$ cat src/hw/rtl/jsu_pkg.sv
`timescale 1ns / 1ps
// ----------------------------------------------------------------------------
// jsu_pkg - shared types and codes of the JSON string decoder
// Input and result word layouts, the queued job format and the kind codes.
// ----------------------------------------------------------------------------
package jsu_pkg;

  // result kinds
  localparam logic [1:0] KIND_DATA = 2'd0;
  localparam logic [1:0] KIND_DONE = 2'd1;
  localparam logic [1:0] KIND_BAD  = 2'd2;

  // characters with a meaning of their own
  localparam logic [7:0] CH_QUOTE = 8'h22;
  localparam logic [7:0] CH_BSL   = 8'h5C;
  localparam logic [7:0] CH_U     = 8'h75;

  typedef struct packed {
    logic [7:0] char_byte;
    logic       final_byte;
  } in_word_t;

  typedef struct packed {
    logic [7:0] out_byte;
    logic [1:0] out_kind;
    logic       run_last;
  } out_word_t;

  // one input byte's worth of results: up to three bytes, last index 0..2
  typedef struct packed {
    logic [7:0] b0;
    logic [7:0] b1;
    logic [7:0] b2;
    logic [1:0] last_idx;
    logic [1:0] kind;
  } job_t;

endpackage

$ cat src/hw/rtl/json_string_unescape_utf8_core.sv
`timescale 1ns / 1ps
// ----------------------------------------------------------------------------
// json_string_unescape_utf8_core - streaming JSON string decoder
// Decodes escapes and \u code points of a JSON string literal into UTF-8.
// ----------------------------------------------------------------------------
// One raw byte is accepted per cycle, back to back, as long as the job queue
// (DEPTH entries) has room. The parser settles each byte in its accept cycle
// and queues the results it causes; the emitter sends one result per cycle
// while the output is not stalled, so a completed \u escape sends its one to
// three bytes one after another. Since such an escape needs six input bytes,
// one byte per cycle is sustained. On the way out a result is registered
// twice: its job is written into the queue at the accept edge and later
// loaded from the queue head into the output register.
module json_string_unescape_utf8_core #(
  parameter int DEPTH = 4
) (
  input  logic               clk,
  input  logic               rst_n,
  input  logic               in_valid,
  output logic               in_stall,
  input  jsu_pkg::in_word_t  in_data,
  output logic               out_valid,
  input  logic               out_stall,
  output jsu_pkg::out_word_t out_data
);

  logic          acc, push, pop, empty, full;
  jsu_pkg::job_t push_job, head;

  assign in_stall = full;
  assign acc      = in_valid && !full;

  jsu_front u_front (
    .clk      (clk),
    .rst_n    (rst_n),
    .acc      (acc),
    .in_data  (in_data),
    .push     (push),
    .push_job (push_job)
  );

  jsu_fifo #(.DEPTH(DEPTH)) u_fifo (
    .clk      (clk),
    .rst_n    (rst_n),
    .push     (push),
    .push_job (push_job),
    .pop      (pop),
    .head     (head),
    .empty    (empty),
    .full     (full)
  );

  jsu_back u_back (
    .clk       (clk),
    .rst_n     (rst_n),
    .head      (head),
    .empty     (empty),
    .pop       (pop),
    .out_stall (out_stall),
    .out_valid (out_valid),
    .out_data  (out_data)
  );

endmodule

$ cat src/hw/rtl/jsu_front.sv
`timescale 1ns / 1ps
// ----------------------------------------------------------------------------
// jsu_front - parse state machine
// Takes one raw byte per word, tracks the string phase and hex escapes, and
// hands the queue a job describing the results of that byte, if it has any.
// ----------------------------------------------------------------------------
module jsu_front (
  input  logic             clk,
  input  logic             rst_n,
  input  logic             acc,
  input  jsu_pkg::in_word_t in_data,
  output logic             push,
  output jsu_pkg::job_t    push_job
);

  typedef enum logic [1:0] {
    PH_AWAIT = 2'd0,
    PH_BODY  = 2'd1,
    PH_ESC   = 2'd2,
    PH_HEX   = 2'd3
  } phase_t;

  phase_t      phase_r, phase_nxt;
  logic [1:0]  hex_cnt_r, hex_cnt_nxt;
  logic [15:0] cp_r, cp_nxt;
  logic [15:0] cp_shift;
  logic [3:0]  hv;
  logic        hv_ok;
  logic [7:0]  c;
  logic        last;
  logic [7:0]  esc_map;

  assign c    = in_data.char_byte;
  assign last = in_data.final_byte;

  // hex digit value
  always_comb begin
    hv    = 4'd0;
    hv_ok = 1'b1;
    if (c >= 8'h30 && c <= 8'h39) begin
      hv = c[3:0];
    end else if ((c >= 8'h61 && c <= 8'h66) || (c >= 8'h41 && c <= 8'h46)) begin
      hv = c[3:0] + 4'd9;
    end else begin
      hv_ok = 1'b0;
    end
  end

  assign cp_shift = {cp_r[11:0], hv};

  // single-character escapes
  always_comb begin
    unique case (c)
      8'h62:   esc_map = 8'h08;
      8'h66:   esc_map = 8'h0C;
      8'h6E:   esc_map = 8'h0A;
      8'h72:   esc_map = 8'h0D;
      8'h74:   esc_map = 8'h09;
      default: esc_map = c;
    endcase
  end

  // next state and job
  always_comb begin
    phase_nxt   = phase_r;
    hex_cnt_nxt = hex_cnt_r;
    cp_nxt      = cp_r;
    push        = 1'b0;
    push_job    = '0;
    unique case (phase_r)
      PH_AWAIT: begin
        if (c != jsu_pkg::CH_QUOTE || last) begin
          push          = 1'b1;
          push_job.kind = jsu_pkg::KIND_BAD;
        end else begin
          phase_nxt = PH_BODY;
        end
      end
      PH_BODY: begin
        if (c == jsu_pkg::CH_QUOTE) begin
          phase_nxt     = PH_AWAIT;
          push          = 1'b1;
          push_job.kind = jsu_pkg::KIND_DONE;
        end else if (last) begin
          push          = 1'b1;
          push_job.kind = jsu_pkg::KIND_BAD;
        end else if (c == jsu_pkg::CH_BSL) begin
          phase_nxt = PH_ESC;
        end else begin
          push          = 1'b1;
          push_job.kind = jsu_pkg::KIND_DATA;
          push_job.b0   = c;
        end
      end
      PH_ESC: begin
        if (last) begin
          push          = 1'b1;
          push_job.kind = jsu_pkg::KIND_BAD;
        end else if (c == jsu_pkg::CH_U) begin
          phase_nxt   = PH_HEX;
          hex_cnt_nxt = 2'd0;
          cp_nxt      = 16'd0;
        end else begin
          phase_nxt     = PH_BODY;
          push          = 1'b1;
          push_job.kind = jsu_pkg::KIND_DATA;
          push_job.b0   = esc_map;
        end
      end
      PH_HEX: begin
        if (last || !hv_ok) begin
          push          = 1'b1;
          push_job.kind = jsu_pkg::KIND_BAD;
        end else begin
          cp_nxt = cp_shift;
          if (hex_cnt_r != 2'd3) begin
            hex_cnt_nxt = hex_cnt_r + 2'd1;
          end else begin
            // fourth digit: encode the code point as UTF-8
            hex_cnt_nxt   = 2'd0;
            phase_nxt     = PH_BODY;
            push          = 1'b1;
            push_job.kind = jsu_pkg::KIND_DATA;
            if (cp_shift <= 16'h007F) begin
              push_job.b0       = cp_shift[7:0];
              push_job.last_idx = 2'd0;
            end else if (cp_shift <= 16'h07FF) begin
              push_job.b0       = 8'hC0 | {3'b000, cp_shift[10:6]};
              push_job.b1       = 8'h80 | {2'b00, cp_shift[5:0]};
              push_job.last_idx = 2'd1;
            end else begin
              push_job.b0       = 8'hE0 | {4'h0, cp_shift[15:12]};
              push_job.b1       = 8'h80 | {2'b00, cp_shift[11:6]};
              push_job.b2       = 8'h80 | {2'b00, cp_shift[5:0]};
              push_job.last_idx = 2'd2;
            end
          end
        end
      end
      default: begin
        phase_nxt = PH_AWAIT;
      end
    endcase
    // any malformed report drops back to awaiting a quote
    if (push && push_job.kind == jsu_pkg::KIND_BAD) begin
      phase_nxt   = PH_AWAIT;
      hex_cnt_nxt = 2'd0;
      cp_nxt      = 16'd0;
    end
    if (!acc) begin
      phase_nxt   = phase_r;
      hex_cnt_nxt = hex_cnt_r;
      cp_nxt      = cp_r;
      push        = 1'b0;
    end
  end

  // state registers
  always_ff @(posedge clk) begin
    if (!rst_n) begin
      phase_r   <= PH_AWAIT;
      hex_cnt_r <= 2'd0;
      cp_r      <= 16'd0;
    end else begin
      phase_r   <= phase_nxt;
      hex_cnt_r <= hex_cnt_nxt;
      cp_r      <= cp_nxt;
    end
  end

endmodule

$ cat src/hw/rtl/jsu_fifo.sv
`timescale 1ns / 1ps
// ----------------------------------------------------------------------------
// jsu_fifo - job queue between parser and emitter
// Small register queue; push and pop may happen in the same cycle.
// ----------------------------------------------------------------------------
module jsu_fifo #(
  parameter int DEPTH = 4
) (
  input  logic          clk,
  input  logic          rst_n,
  input  logic          push,
  input  jsu_pkg::job_t push_job,
  input  logic          pop,
  output jsu_pkg::job_t head,
  output logic          empty,
  output logic          full
);

  localparam int PW = $clog2(DEPTH);
  localparam int CW = $clog2(DEPTH + 1);
  localparam logic [PW-1:0] PTR_MAX = PW'(DEPTH - 1);
  localparam logic [CW-1:0] CNT_MAX = CW'(DEPTH);

  jsu_pkg::job_t mem_r [DEPTH];
  logic [PW-1:0] wr_ptr_r, wr_ptr_nxt;
  logic [PW-1:0] rd_ptr_r, rd_ptr_nxt;
  logic [CW-1:0] cnt_r, cnt_nxt;
  logic          do_push, do_pop;

  assign empty   = (cnt_r == '0);
  assign full    = (cnt_r == CNT_MAX);
  assign do_push = push && !full;
  assign do_pop  = pop && !empty;
  assign head    = mem_r[rd_ptr_r];

  // pointer and fill count
  always_comb begin
    wr_ptr_nxt = wr_ptr_r;
    rd_ptr_nxt = rd_ptr_r;
    cnt_nxt    = cnt_r;
    if (do_push) begin
      wr_ptr_nxt = (wr_ptr_r == PTR_MAX) ? '0 : wr_ptr_r + PW'(1);
    end
    if (do_pop) begin
      rd_ptr_nxt = (rd_ptr_r == PTR_MAX) ? '0 : rd_ptr_r + PW'(1);
    end
    if (do_push && !do_pop) begin
      cnt_nxt = cnt_r + CW'(1);
    end else if (do_pop && !do_push) begin
      cnt_nxt = cnt_r - CW'(1);
    end
  end

  always_ff @(posedge clk) begin
    if (!rst_n) begin
      wr_ptr_r <= '0;
      rd_ptr_r <= '0;
      cnt_r    <= '0;
    end else begin
      wr_ptr_r <= wr_ptr_nxt;
      rd_ptr_r <= rd_ptr_nxt;
      cnt_r    <= cnt_nxt;
    end
  end

  // storage
  always_ff @(posedge clk) begin
    if (do_push) begin
      mem_r[wr_ptr_r] <= push_job;
    end
  end

endmodule

$ cat src/hw/rtl/jsu_back.sv
`timescale 1ns / 1ps
// ----------------------------------------------------------------------------
// jsu_back - result emitter
// Walks the head job's bytes to the output register, one per unstalled cycle.
// ----------------------------------------------------------------------------
module jsu_back (
  input  logic               clk,
  input  logic               rst_n,
  input  jsu_pkg::job_t      head,
  input  logic               empty,
  output logic               pop,
  input  logic               out_stall,
  output logic               out_valid,
  output jsu_pkg::out_word_t out_data
);

  logic                 out_valid_r;
  jsu_pkg::out_word_t   out_data_r;
  jsu_pkg::out_word_t   word_nxt;
  logic [1:0]           idx_r, idx_nxt;
  logic                 load, take, at_last;

  assign load    = !out_valid_r || !out_stall;
  assign take    = load && !empty;
  assign at_last = (idx_r == head.last_idx);
  assign pop     = take && at_last;

  // pick the current byte of the job
  always_comb begin
    word_nxt          = '0;
    word_nxt.out_kind = head.kind;
    word_nxt.run_last = at_last;
    if (head.kind == jsu_pkg::KIND_DATA) begin
      unique case (idx_r)
        2'd0:    word_nxt.out_byte = head.b0;
        2'd1:    word_nxt.out_byte = head.b1;
        default: word_nxt.out_byte = head.b2;
      endcase
    end
    idx_nxt = idx_r;
    if (take) begin
      idx_nxt = at_last ? 2'd0 : idx_r + 2'd1;
    end
  end

  // output register
  always_ff @(posedge clk) begin
    if (!rst_n) begin
      out_valid_r <= 1'b0;
      idx_r       <= 2'd0;
    end else begin
      idx_r <= idx_nxt;
      if (load) begin
        out_valid_r <= !empty;
      end
    end
  end

  always_ff @(posedge clk) begin
    if (take) begin
      out_data_r <= word_nxt;
    end
  end

  assign out_valid = out_valid_r;
  assign out_data  = out_data_r;

endmodule

$ cat config.mk
export PLATFORM = sky130hd
export DESIGN_NAME = json_string_unescape_utf8_core
export DESIGN_NICKNAME = d
export VERILOG_FILES = /design/src/hw/rtl/jsu_pkg.sv /design/src/hw/rtl/json_string_unescape_utf8_core.sv /design/src/hw/rtl/jsu_front.sv /design/src/hw/rtl/jsu_fifo.sv /design/src/hw/rtl/jsu_back.sv
export SDC_FILE = /design/constraint.sdc
export NUM_CORES = 1
export LEC_CHECK = 0
export BUFFER_PORTS_ARGS = -buffer_cell sky130_fd_sc_hd__buf_2
export CORE_UTILIZATION = 62
export DETAILED_ROUTE_END_ITERATION = 8
export GPL_TIMING_DRIVEN = 0
export PLACE_DENSITY = 0.8
export SLEW_MARGIN = 30
export SYNTH_ARGS = -nofsm -noshare
export SYNTH_HDL_FRONTEND = slang
export SYNTH_SLANG_ARGS = --single-unit
$ cat constraint.sdc
create_clock -name clk -period 4.2 [get_ports clk]
set_clock_uncertainty 0.05 [all_clocks]
set_input_delay 0.63 -clock clk [delete_from_list [all_inputs] [get_ports clk]]
set_output_delay 0.63 -clock clk [all_outputs]
set_load 0.02 [all_outputs]
==> results of run 1 <==
## state kept, by name (all words and copies together), names as in the netlist, 2 cells and up, named ones only
| name | count |
|---|---|
| u_back.idx_r | 2 |
| u_back.out_data | 11 |
| u_fifo.cnt_r | 3 |
| u_fifo.mem_r | 100 |
| u_fifo.rd_ptr_r | 2 |
| u_fifo.wr_ptr_r | 2 |
| u_front.cp_r | 12 |
| u_front.hex_cnt_r | 2 |
| u_front.phase_r | 2 |
## stage by stage
stage | setup WS (ps) | instances | util | total power [uW]
3_3_place_gp | 145.4 | 641 | 0.6659 | 2677
3_5_place_dp | 153.7 | 641 | 0.6663 | 2725
2_1_floorplan | 749.4 | 480 | - | 2460
4_1_cts | 667.6 | 673 | 0.7233 | 4171
6_report | 602.3 | 673 | 0.7233 | 4151
5_1_grt | 461.6 | 673 | 0.7233 | 4328
## power by group through the flow
stage	Sequential [uW]	Clock [uW]	Combinational, uW
global route	1770	1510	1040
floorplan	1820	0	640
finish	1750	1440	963
CTS	1760	1450	969
detailed placement	1780	0	948
global placement	1760	0	915
## kinds of logic after synthesis
family | count (synthesis) | share of synthesized area
buffers and inverters | 40 | 0.02586
xor gates and xnor gates | 6 | 0.007988
DFF | 139 | 0.5919
and+or+nand+nor | 133 | 0.1120
adders and majority gates | 18 | 0.03537
AOI/OAI and AO/OA | 109 | 0.1250
muxes | 35 | 0.1019
## tightest hold or removal path: stages
cell	delay [ps]
buf_2	100
nand2_1	50
a21boi_0	60
## cell usage in the layout (no fill, tap or decap), drive strengths merged, types with 6 or more instances in the layout
master,instances
and2,9
edfxtp,111
mux2,6
nor2b,6
a21oi,22
nor3,13
o21ai,16
ha,17
buf,35
nand2,28
inv,19
nand3,8
mux4,25
o211ai,6
dfxtp,28
a22oi,8
clkbuf,33
nor2,30
a22o,11
## cell type report
type,instances,area (um2),share of cell area
plain buffers,23,106.4,0.01424
clock buffers,20,478.0,0.06401
clock inverters,12,110.1,0.01475
inverters,17,63.81,0.008546
multi-input cells,301,2520,0.3375
flip-flops and latches,139,3894,0.5214
well taps,136,170.2,0.02279
repair buffers,25,125.1,0.01676
## worst min path at each step
stage | from | end | slack, ps | cells past startpoint
after global routing | out_stall | u_back.out_valid | 310 | 3
final | out_stall | u_back.out_valid | 320 | 3
after CTS | out_stall | u_back.out_valid | 310 | 3
after global placement | u_back.out_valid | u_back.out_valid | 410 | 2
after floorplan | u_fifo.rd_ptr_r[1] | register | 410 | 2
after detailed placement | u_back.out_valid | u_back.out_valid | 420 | 2
## routing by layer
metal / vias to the layer above / GRT usage / share of wire / wire length (um)
li1: 1977 / - / - / -
met1: 2155 / 0.3920 / 0.40 / 5938
met2: 227 / 0.4872 / 0.50 / 7432
met3: 36 / 0.06176 / 0.073 / 1073
met4: 0 / 0.09859 / 0.022 / 321
met5: - / 0 / 0 / 0
==> summary.md, run 1 <==
| Metric | Value |
|---|---|
| Status | `finished clean` |
| Synth top cells by count | `111 x edfxtp_1, 30 x nor2_1, 28 x dfxtp_1` |
| Seq/Total Area, Yosys | `0.5919` |
| Worst Setup EP | `u_fifo.cnt_r[2]` |
| Starting density of the core | `0.6373` |
| Slowest-stage cell, CP | `nor3b_1` |
| Crit path depth | `13` |
| Bufs and invs on worst path | `3` |
| Post-Route WL | `14,770 um` |
| Pins over their slew limit | `0` |
| Combinational Power Share | `0.232` |
| CP startpoint kind | `input port` |
| Hold WC Path Type | `in -> reg` |
| R2R Setup Slk | `880 ps` |
| Synth top area share | `0.5067` |
| Row Count | `37` |
| I/O pin count | `26` |
| Delay-heaviest family, CP | `adder cells` |
| Net Switching | `1206 uW` |
| Final setup fails | `0` |
| Post-synth ARST share | `0` |
| Die width | `105.0 um` |
| Synth area leaders | `edfxtp_1 51%, mux4_2 8.6%, dfxtp_1 8.5%, ha_1 3.2%, nor2_1 1.7%` |
| Max-Cap Viols | `0` |
| Syn. warnings | `0` |
| Slowest Stage Delay on Critical Path | `500 ps` |
| Final Hold Fails | `0` |
| Fill cells | `642` |
| CTS HTree Levels | `4` |
| Slew headroom | `0.4902` |
| Post-CTS setup buffer count | `0` |
| Least-Margin Pin Slew | `762.3 ps` |
| Placed inst area | `0.006879 mm2` |
| All-Layer GR Usage | `0.2950` |
| Peak VDD IR | `0.3173 mV` |
| Initial DRC count | `424` |
| Hold buffers post-CTS | `0` |
| Die area | `0.01103 mm2` |
| Routed wire length per instance | `21.94 um` |
| DR vias | `4,395` |
| CP Class | `in -> reg` |
| Number of synthesized flops with an enable pin | `111` |
| Fmax | `278.0 MHz` |
| Largest net degree at the start of global routing | `26` |
| Clock Pin Slew Worst Setup and Hold Paths | `60 ps` |
| GPL Wtd Cong | `0.9260` |
| Initial antenna violation count | `0` |
| CTS sink cnt | `139` |
| TritonCTS Buffers | `17` |
| Post-Route Setup TNS | `0 ps` |
| Most area-hungry cell type in the Yosys netlist | `edfxtp_1` |
| CP Launch Point | `in_data[1]` |
| #FFs+latches synth | `139` |
| Grt ovf | `0` |
| Antenna Cells | `0` |
| TritonRoute pass-1 iters | `5` |
| Pwr per Cell Area | `556.0 mW/mm2` |
| Cells along the critical path | `buf_2 -> inv_1 -> ha_1 -> nor3b_1 -> o31ai_2 -> o211a_1 -> a21oi_1 -> ha_1 -> inv_1 -> fa_1 -> xor2_1 -> or3_1 -> a21boi_0` |
| Syn Inst Count | `480` |
| Internal power | `2946 uW` |
| Hold slack | `321.5 ps` |
| Tmin final | `3598 ps` |
| Reg2reg end | `u_fifo.cnt_r[2]` |
| Sequential Power Share | `0.422` |
| Avg Synthesized Cell Area | `13.71 um2` |
| Crit path DAT | `4000 ps` |
| Core footprint | `0.01032 mm2` |
| Syn nets | `511` |
| Via density per instance | `6.530` |
| Final instance area | `0.007467 mm2` |
| CTS root buffer | `clkbuf_8` |
| R2R cell count | `11` |
| Distinct cells, synth | `74` |
| Remaining DRCs | `0` |
| Antenna Nets Post-Route | `0` |
| Final period utilization | `0.8566` |
| TritonCTS clock tree | `done` |
| Ratio of cells with drive above 1 in the final layout | `0.2197` |
| CTS max path bufs | `2` |
| Vias in the first global route | `4,381` |
| Dpl hpwl | `9645 um` |
| Part of the power in the clock network | `0.346` |
| LEAKAGE | `0.002581 uW` |
| Crit end category | `register` |
| Cell Area, Synth | `0.006579 mm2` |
| Crit path max fanout | `6` |
| Skew-Pair Late Insertion Delay | `520 ps` |
| PostCTS Resize Cnt | `0` |
| Port Buffer Count | `25` |
| Die Ht | `105.0 um` |
| RSZ-0062 raised after global routing | `no` |
| Main synth FF type | `edfxtp_1` |
| Area grow syn2layout | `13.50%` |
| Cell with the most instances after synthesis | `edfxtp_1` |
| Worst path required time | `4600 ps` |
| Layout Nets | `555` |
| Sw Share | `0.2904` |
| First-pass GRT wire length | `24,060 um` |
No activity file was read; power rests on OpenSTA's default activity.
==> run 2, diff against run 1 <==
- BUFFER_PORTS_ARGS: -buffer_cell sky130_fd_sc_hd__buf_2 -> -buffer_cell sky130_fd_sc_hd__buf_4
- GPL_ROUTABILITY_DRIVEN: unset -> 1
==> summary.md, run 2 (synthesis gave the netlist of run 1 again) <==
| Metric | Value |
|---|---|
| Status | `finished clean (unchanged)` |
| Hold WC Path Type | `in -> reg (unchanged)` |
| CTS HTree Levels | `4 (unchanged)` |
| Area grow syn2layout | `14.68% (was 13.50%)` |
| Fill cells | `627 (was 642)` |
| Die width | `105.0 um (unchanged)` |
| TritonRoute pass-1 iters | `5 (unchanged)` |
| Dpl cells | `641 (unchanged)` |
| CP Class | `in -> reg (unchanged)` |
| Skew-Pair Late Insertion Delay | `520 ps (about the same)` |
| Die area | `0.01103 mm2 (unchanged)` |
| Ratio of cells with drive above 1 in the final layout | `0.2160 (was 0.2197)` |
| CTS sink cnt | `139 (unchanged)` |
| Antenna Cells | `0 (unchanged)` |
| Crit end category | `register (unchanged)` |
| First-pass GRT wire length | `23,960 um (was 24,060 um)` |
| TritonCTS clock tree | `done (unchanged)` |
| Worst slack, placed | `57.89 ps (was 153.7 ps)` |
| Initial DRC count | `472 (was 424)` |
| Final Hold Fails | `0 (unchanged)` |
| Largest net degree at the start of global routing | `26 (unchanged)` |
| Clock Pin Slew Worst Setup and Hold Paths | `60 ps (about the same)` |
| Fmax | `262.6 MHz (was 278.0 MHz)` |
| Worst path required time | `4580 ps (was 4600 ps)` |
| Antenna Nets Post-Route | `0 (unchanged)` |
| Remaining DRCs | `0 (unchanged)` |
| Grt ovf | `0 (unchanged)` |
| GPL Wtd Cong | `0.9536 (was 0.9260)` |
| Crit path max fanout | `6 (unchanged)` |
| Slew headroom | `0.4350 (was 0.4902)` |
| Overall power | `4227 uW (was 4151 uW)` |
| Row Count | `37 (unchanged)` |
| CTS max path bufs | `2 (unchanged)` |
| Pwr per Cell Area | `560.3 mW/mm2 (was 556.0 mW/mm2)` |
| PostCTS Resize Cnt | `0 (unchanged)` |
| TritonCTS Buffers | `17 (unchanged)` |
| All-Layer GR Usage | `0.2931 (was 0.2950)` |
| Final setup fails | `0 (unchanged)` |
| RSZ-0062 raised after global routing | `no (unchanged)` |
| Dpl hpwl | `9877 um (was 9645 um)` |
| Pins over their slew limit | `0 (unchanged)` |
| CTS root buffer | `clkbuf_8 (unchanged)` |
| Layout Nets | `555 (unchanged)` |
| Routed wire length per instance | `22.30 um (was 21.94 um)` |
| Post-Route Setup TNS | `0 ps (unchanged)` |
| Core footprint | `0.01032 mm2 (unchanged)` |
| Max reg flops | `100 (unchanged)` |
| Starting density of the core | `0.6373 (unchanged)` |
| CP startpoint kind | `input port (unchanged)` |
| Final WS setup | `392.1 ps (was 602.3 ps)` |
| Most common cell after layout, fill and taps aside | `edfxtp_1 (unchanged)` |
| I/O pin count | `26 (unchanged)` |
| Least-Margin Pin Slew | `844.9 ps (was 762.3 ps)` |
| Vias in the first global route | `4,340 (was 4,381)` |
| Reg with most FFs | `u_fifo.mem_r (unchanged)` |
| Layout Cells excl Fill | `673 (unchanged)` |
| Max-Cap Viols | `0 (unchanged)` |
| Crit path DAT | `4190 ps (was 4000 ps)` |
| Die Ht | `105.0 um (unchanged)` |
| DR vias | `4,432 (was 4,395)` |
| Tmin final | `3808 ps (was 3598 ps)` |
| Port Buffer Count | `25 (unchanged)` |
| Initial antenna violation count | `0 (unchanged)` |
| Post-Route WL | `15,010 um (was 14,770 um)` |
| Via density per instance | `6.585 (was 6.530)` |
| Final period utilization | `0.9067 (was 0.8566)` |
| Post-CTS setup buffer count | `0 (unchanged)` |
| Peak VDD IR | `0.3456 mV (was 0.3173 mV)` |
| Commonest cells after routing, fill and taps aside | `111 x edfxtp_1, 30 x nor2_1, 28 x dfxtp_1 (was 111 x edfxtp_1, 30 x nor2_1, 29 x buf_2)` |
| Hold buffers post-CTS | `0 (unchanged)` |
| LEAKAGE | `0.002613 uW (was 0.002581 uW)` |
[run 2: cell types whose count changed in the layout (fill, tap and decap cells not counted), sizes merged]
cell | before | now
clkinv | 5 | 4
inv | 19 | 18
clkinvlp | 4 | 2
clkbuf | 33 | 37
[run 2: report_power, final]
part           total [uW]  switching, uW  internal (uW)
combinational        1000            583            419
sequential           1750           69.5           1680
clock                1470            547            924
[run 2: cell type report]
| type | instances | area, um2 | area share |
|---|---|---|---|
| plain buffers | 23 | 106.4 | 0.01410 |
| inverters | 17 | 63.81 | 0.008458 |
| clock buffers | 24 | 524.3 | 0.06949 |
| multi-input cells | 301 | 2520 | 0.3340 |
| well taps | 136 | 170.2 | 0.02255 |
| clock inverters | 8 | 78.83 | 0.01045 |
| repair buffers | 25 | 187.7 | 0.02488 |
| flip-flops and latches | 139 | 3894 | 0.5161 |
[run 2: stage by stage]
step / hold slack (ps) / util / cell area, um2
after detailed placement: 426.5 / 0.6724 / 6942
after floorplan: 407.7 / - / 6579
after global routing: 335.6 / 0.7308 / 7545
after CTS: 331.8 / 0.7308 / 7545
final: 344.7 / 0.7308 / 7545
after global placement: 414.5 / 0.6719 / 6937
[run 2: path summary, 6_finish.rpt]
path,endpoint,from,depth (start not counted),slack (ps)
setup / recovery,u_fifo.cnt_r[2],in_data[1],13,390
hold / removal,u_back.out_valid,out_stall,3,340
setup reg to reg,u_fifo.cnt_r[2],u_front.phase_r[1],11,740
hold reg to reg,u_back.out_valid,u_back.out_valid,2,430
[run 2: routing by layer]
layer	up-vias	global-route usage	routed length (um)
met5	-	0	0
met1	2181	0.3917	6086
li1	1968	-	-
met4	0	0.1046	379
met2	249	0.4797	7432
met3	34	0.05989	1111
[run 2: worst max-delay path: stages]
cell and delay (ps):
buf_4 130, inv_1 160, ha_1 300, nor3b_1 510
o31ai_2 220, o211a_1 310, a21oi_1 400, ha_1 300
inv_1 90, fa_1 450, xor2_1 190, or3_1 310
a21boi_0 180
